[src/rtl/phe_cell.sv]
// ----------------------------------------------------------------------------
// phe_cell
// One coefficient cell of the rotating row: loads a coefficient or takes
// its neighbor's value on a shift.
// ----------------------------------------------------------------------------
module phe_cell (
  input  logic               clk,
  input  logic               rst_n,
  input  logic               ld,
  input  logic signed [31:0] ld_data,
  input  logic               shift,
  input  logic signed [31:0] shift_in,
  output logic signed [31:0] q
);

  logic signed [31:0] coeff_r;

  always_ff @(posedge clk) begin
    if (!rst_n) begin
      coeff_r <= '0;
    end else if (ld) begin
      coeff_r <= ld_data;
    end else if (shift) begin
      coeff_r <= shift_in;
    end
  end

  assign q = coeff_r;

endmodule

[config.mk]
export PLATFORM = sky130hd
export DESIGN_NAME = phe_cell
export DESIGN_NICKNAME = d
export VERILOG_FILES = /design/src/rtl/phe_cell.sv
export SDC_FILE = /design/constraint.sdc
export NUM_CORES = 1
export LEC_CHECK = 0
export ABC_CLOCK_PERIOD_IN_PS = 900
export BUFFER_PORTS_ARGS = -buffer_cell sky130_fd_sc_hd__buf_2
export CAP_MARGIN = 10
export CORE_MARGIN = 2
export CORE_UTILIZATION = 40
export CTS_CLUSTER_DIAMETER = 150
export DETAILED_ROUTE_END_ITERATION = 8
export GPL_TIMING_DRIVEN = 0
export PLACE_DENSITY = 0.76
export SETUP_SLACK_MARGIN = 0.3
export SLEW_MARGIN = 25
export SYNTH_ARGS = -nofsm -noshare
export SYNTH_HDL_FRONTEND = slang
export SYNTH_SLANG_ARGS = --single-unit
[constraint.sdc]
create_clock -name clk -period 0.9 [get_ports clk]
set_input_delay 0.045 -clock clk [delete_from_list [all_inputs] [get_ports clk]]
set_output_delay 0.045 -clock clk [all_outputs]
set_load 0.02 [all_outputs]
==> metrics.cfg <==
[clocking]
cts_tree = built
cts_buffers = 5
cts_max_level = 2
cts_buffer_depth = 2
clkSinkCount = 32
hold_buffers = 0
worstSkewPairLatency_ps = 280
clk_pin_slew_ps = 70
cts_root_buf = clkbuf_8

[layout]
final_common_cell = buf_2
num_antenna_cells = 0
layout.nets = 315
largest_reg_flops = 32
post-route-util_pct = 61.8
area_growth_pct = 50.4
final_layout_size_suffix_gt1_share_pct = 72.2
final_cell_mix = buf_2 (67), buf_6 (33), o211a_1 (32), dfxtp_2 (32), mux2_4 (30)
final_area_sq_mm = 0.00267

[floorplan]
core_area_sq_mm = 0.00432
io_pins = 100
placementRows = 24
start_util_pct = 41.1
dieArea_sq_mm = 0.00499
die_w_microns = 70.7
die_h_microns = 70.7

[setup_path]
path_class = reg -> reg
crit_path_max_incr_delay_ps = 330
worstPathArrival_ps = 1090
regToRegStartpoint = q[28]
cp_slowest_cell = dfxtp_2
cp.required_ps = 1080
worst_setup_path_start_kind = register
crit_path_start = q[28]
crit_chain = mux2_4, o211a_1
cp_max_fo = 2
end_kind = register
rrSetupSlack_ps = -7

[status]
status = complete, but fails checks
failed_checks = setup timing

[sta]
grt_setup_unrepaired = true
relSlewSlack_pct = 69.5
timing.fmax_mhz = 1100
final.period_utilization_pct = 101
fin_crit_ps = 907
hold_viol_final = 0
fin_ws_ps = -6.85
tightest_slew_ps = 457
finClkSkew_ps = 0
setup_viol = 6
setup_tns_ps = -20.8
drv_slew = 0

[power]
p_leak_nw = 1.54
seq_power_share_pct = 42.3
clkPwrFrac_pct = 30.6
power_switching_w = 0.00105
powerDensity_mw_per_mm2 = 1440
swShare_pct = 27.3
power.total_w = 0.00384
p_int_w = 0.00279
vdd_drop_max_uv = 783
combPwrFrac_pct = 27.1

[global_routing]
grt_pass1_wl_mm = 7.03
grt_pass1_vias = 1517
grt_overflow = 0
antenna_found_initial = 0
grt_max_degree = 11
grtUsageTotal_pct = 17.8

[placed_design]
finalWeightedCongestion = 0.687
pre_cts_slack_ps = -178
dp_hpwl_mm = 3.12
port_buffers = 98
placed_area_sq_mm = 0.00237

[job]
max_cap_violations = 0

[drt]
drtPass1Iterations = 4
via_count = 1480
viasPerCell = 4.93
postRouteAntennaNets = 0
wl_per_cell_microns = 14.7
drt_iter0_markers = 61
drt_wl_total_mm = 4.41
drcViolationCount = 0

[synth]
ys_seq_area_share_pct = 36.0
yosysUniqueCellTypes = 11
yosysWarnings = 0
ys_ff_latch = 32
synthesis.nets = 209
postSynthCellCount = 141
synth_area_sq_mm = 0.00178
synth_area_per_cell_sq_um = 12.6

[min_path]
worstHoldPathType = in -> reg
hp-start = rst_n

==> worst max-delay path, delay by kind of cell (launching register included) <==
kind,cells,cell delay (ps)
compound gates,1,210
mux,1,260
flops,1,330
==> cells in the mapped netlist, drive strengths merged <==
library cell,n,area [sq um]
buf,8,98.8
clkbuf,5,18.8
nand2b,11,68.8
or2b,21,158
dfxtp,32,641
mux2,32,473
o211a,32,320
==> logic make-up (layout without fill, tap and decap cells) <==
family	Yosys count	in the layout	synth area share (%)
buffers and inverters	13	120	6.61
AND/OR/NAND/NOR	32	32	12.7
multiplexers	32	32	26.6
flip-flops	32	32	36.0
AO/OA/AOI/OAI	32	32	18.0
==> power groups by stage <==
stage	sequential [W]	combinational [W]	clock (W)
after floorplan	0.00177	0.000464	0
after global placement	0.00163	0.000905	0
after detailed placement	0.00163	0.000915	0
after CTS	0.00162	0.00103	0.00119
after global routing	0.00164	0.00111	0.00127
final	0.00163	0.00104	0.00118
==> final timing paths <==
kind,end,depth (start not counted)
hold / removal,q[31],2
setup reg to reg,q[28],2
setup / recovery,q[28],2
hold reg to reg,q[29],2
==> metrics by stage <==
step | instances | hold slack, ps
after global routing | 300 | 30.1
after global placement | 291 | 334
after floorplan | 141 | 171
after CTS | 299 | 27.0
after detailed placement | 291 | 336
final | 300 | 27.8
==> routing by layer <==
metal / vias up / routed length [microns] / GRT usage, %
li1: 719 / - / -
met1: 688 / 1860 / 21.1
met2: 67 / 2140 / 30.5
met3: 6 / 361 / 6.13
met4: 0 / 53 / 5.66
met5: - / 0 / 0
==> layout make-up <==
class | count | area [sq um]
fill | 352 | 1650
multi-input combinational | 96 | 1020
timing repair buffer | 99 | 698
sequential | 32 | 681
buffer | 13 | 118
clock buffer | 6 | 82.6
tap | 52 | 65.1
clock inverter | 2 | 10.0
==> what timing repair did <==
item                                    4_1_cts  5_1_grt
buffers inserted                              0        1
pin swaps                                     0        3
gates resized for setup                      59        5
endpoints found under the setup margin       64       64
Power figures use the tool's default switching activity.
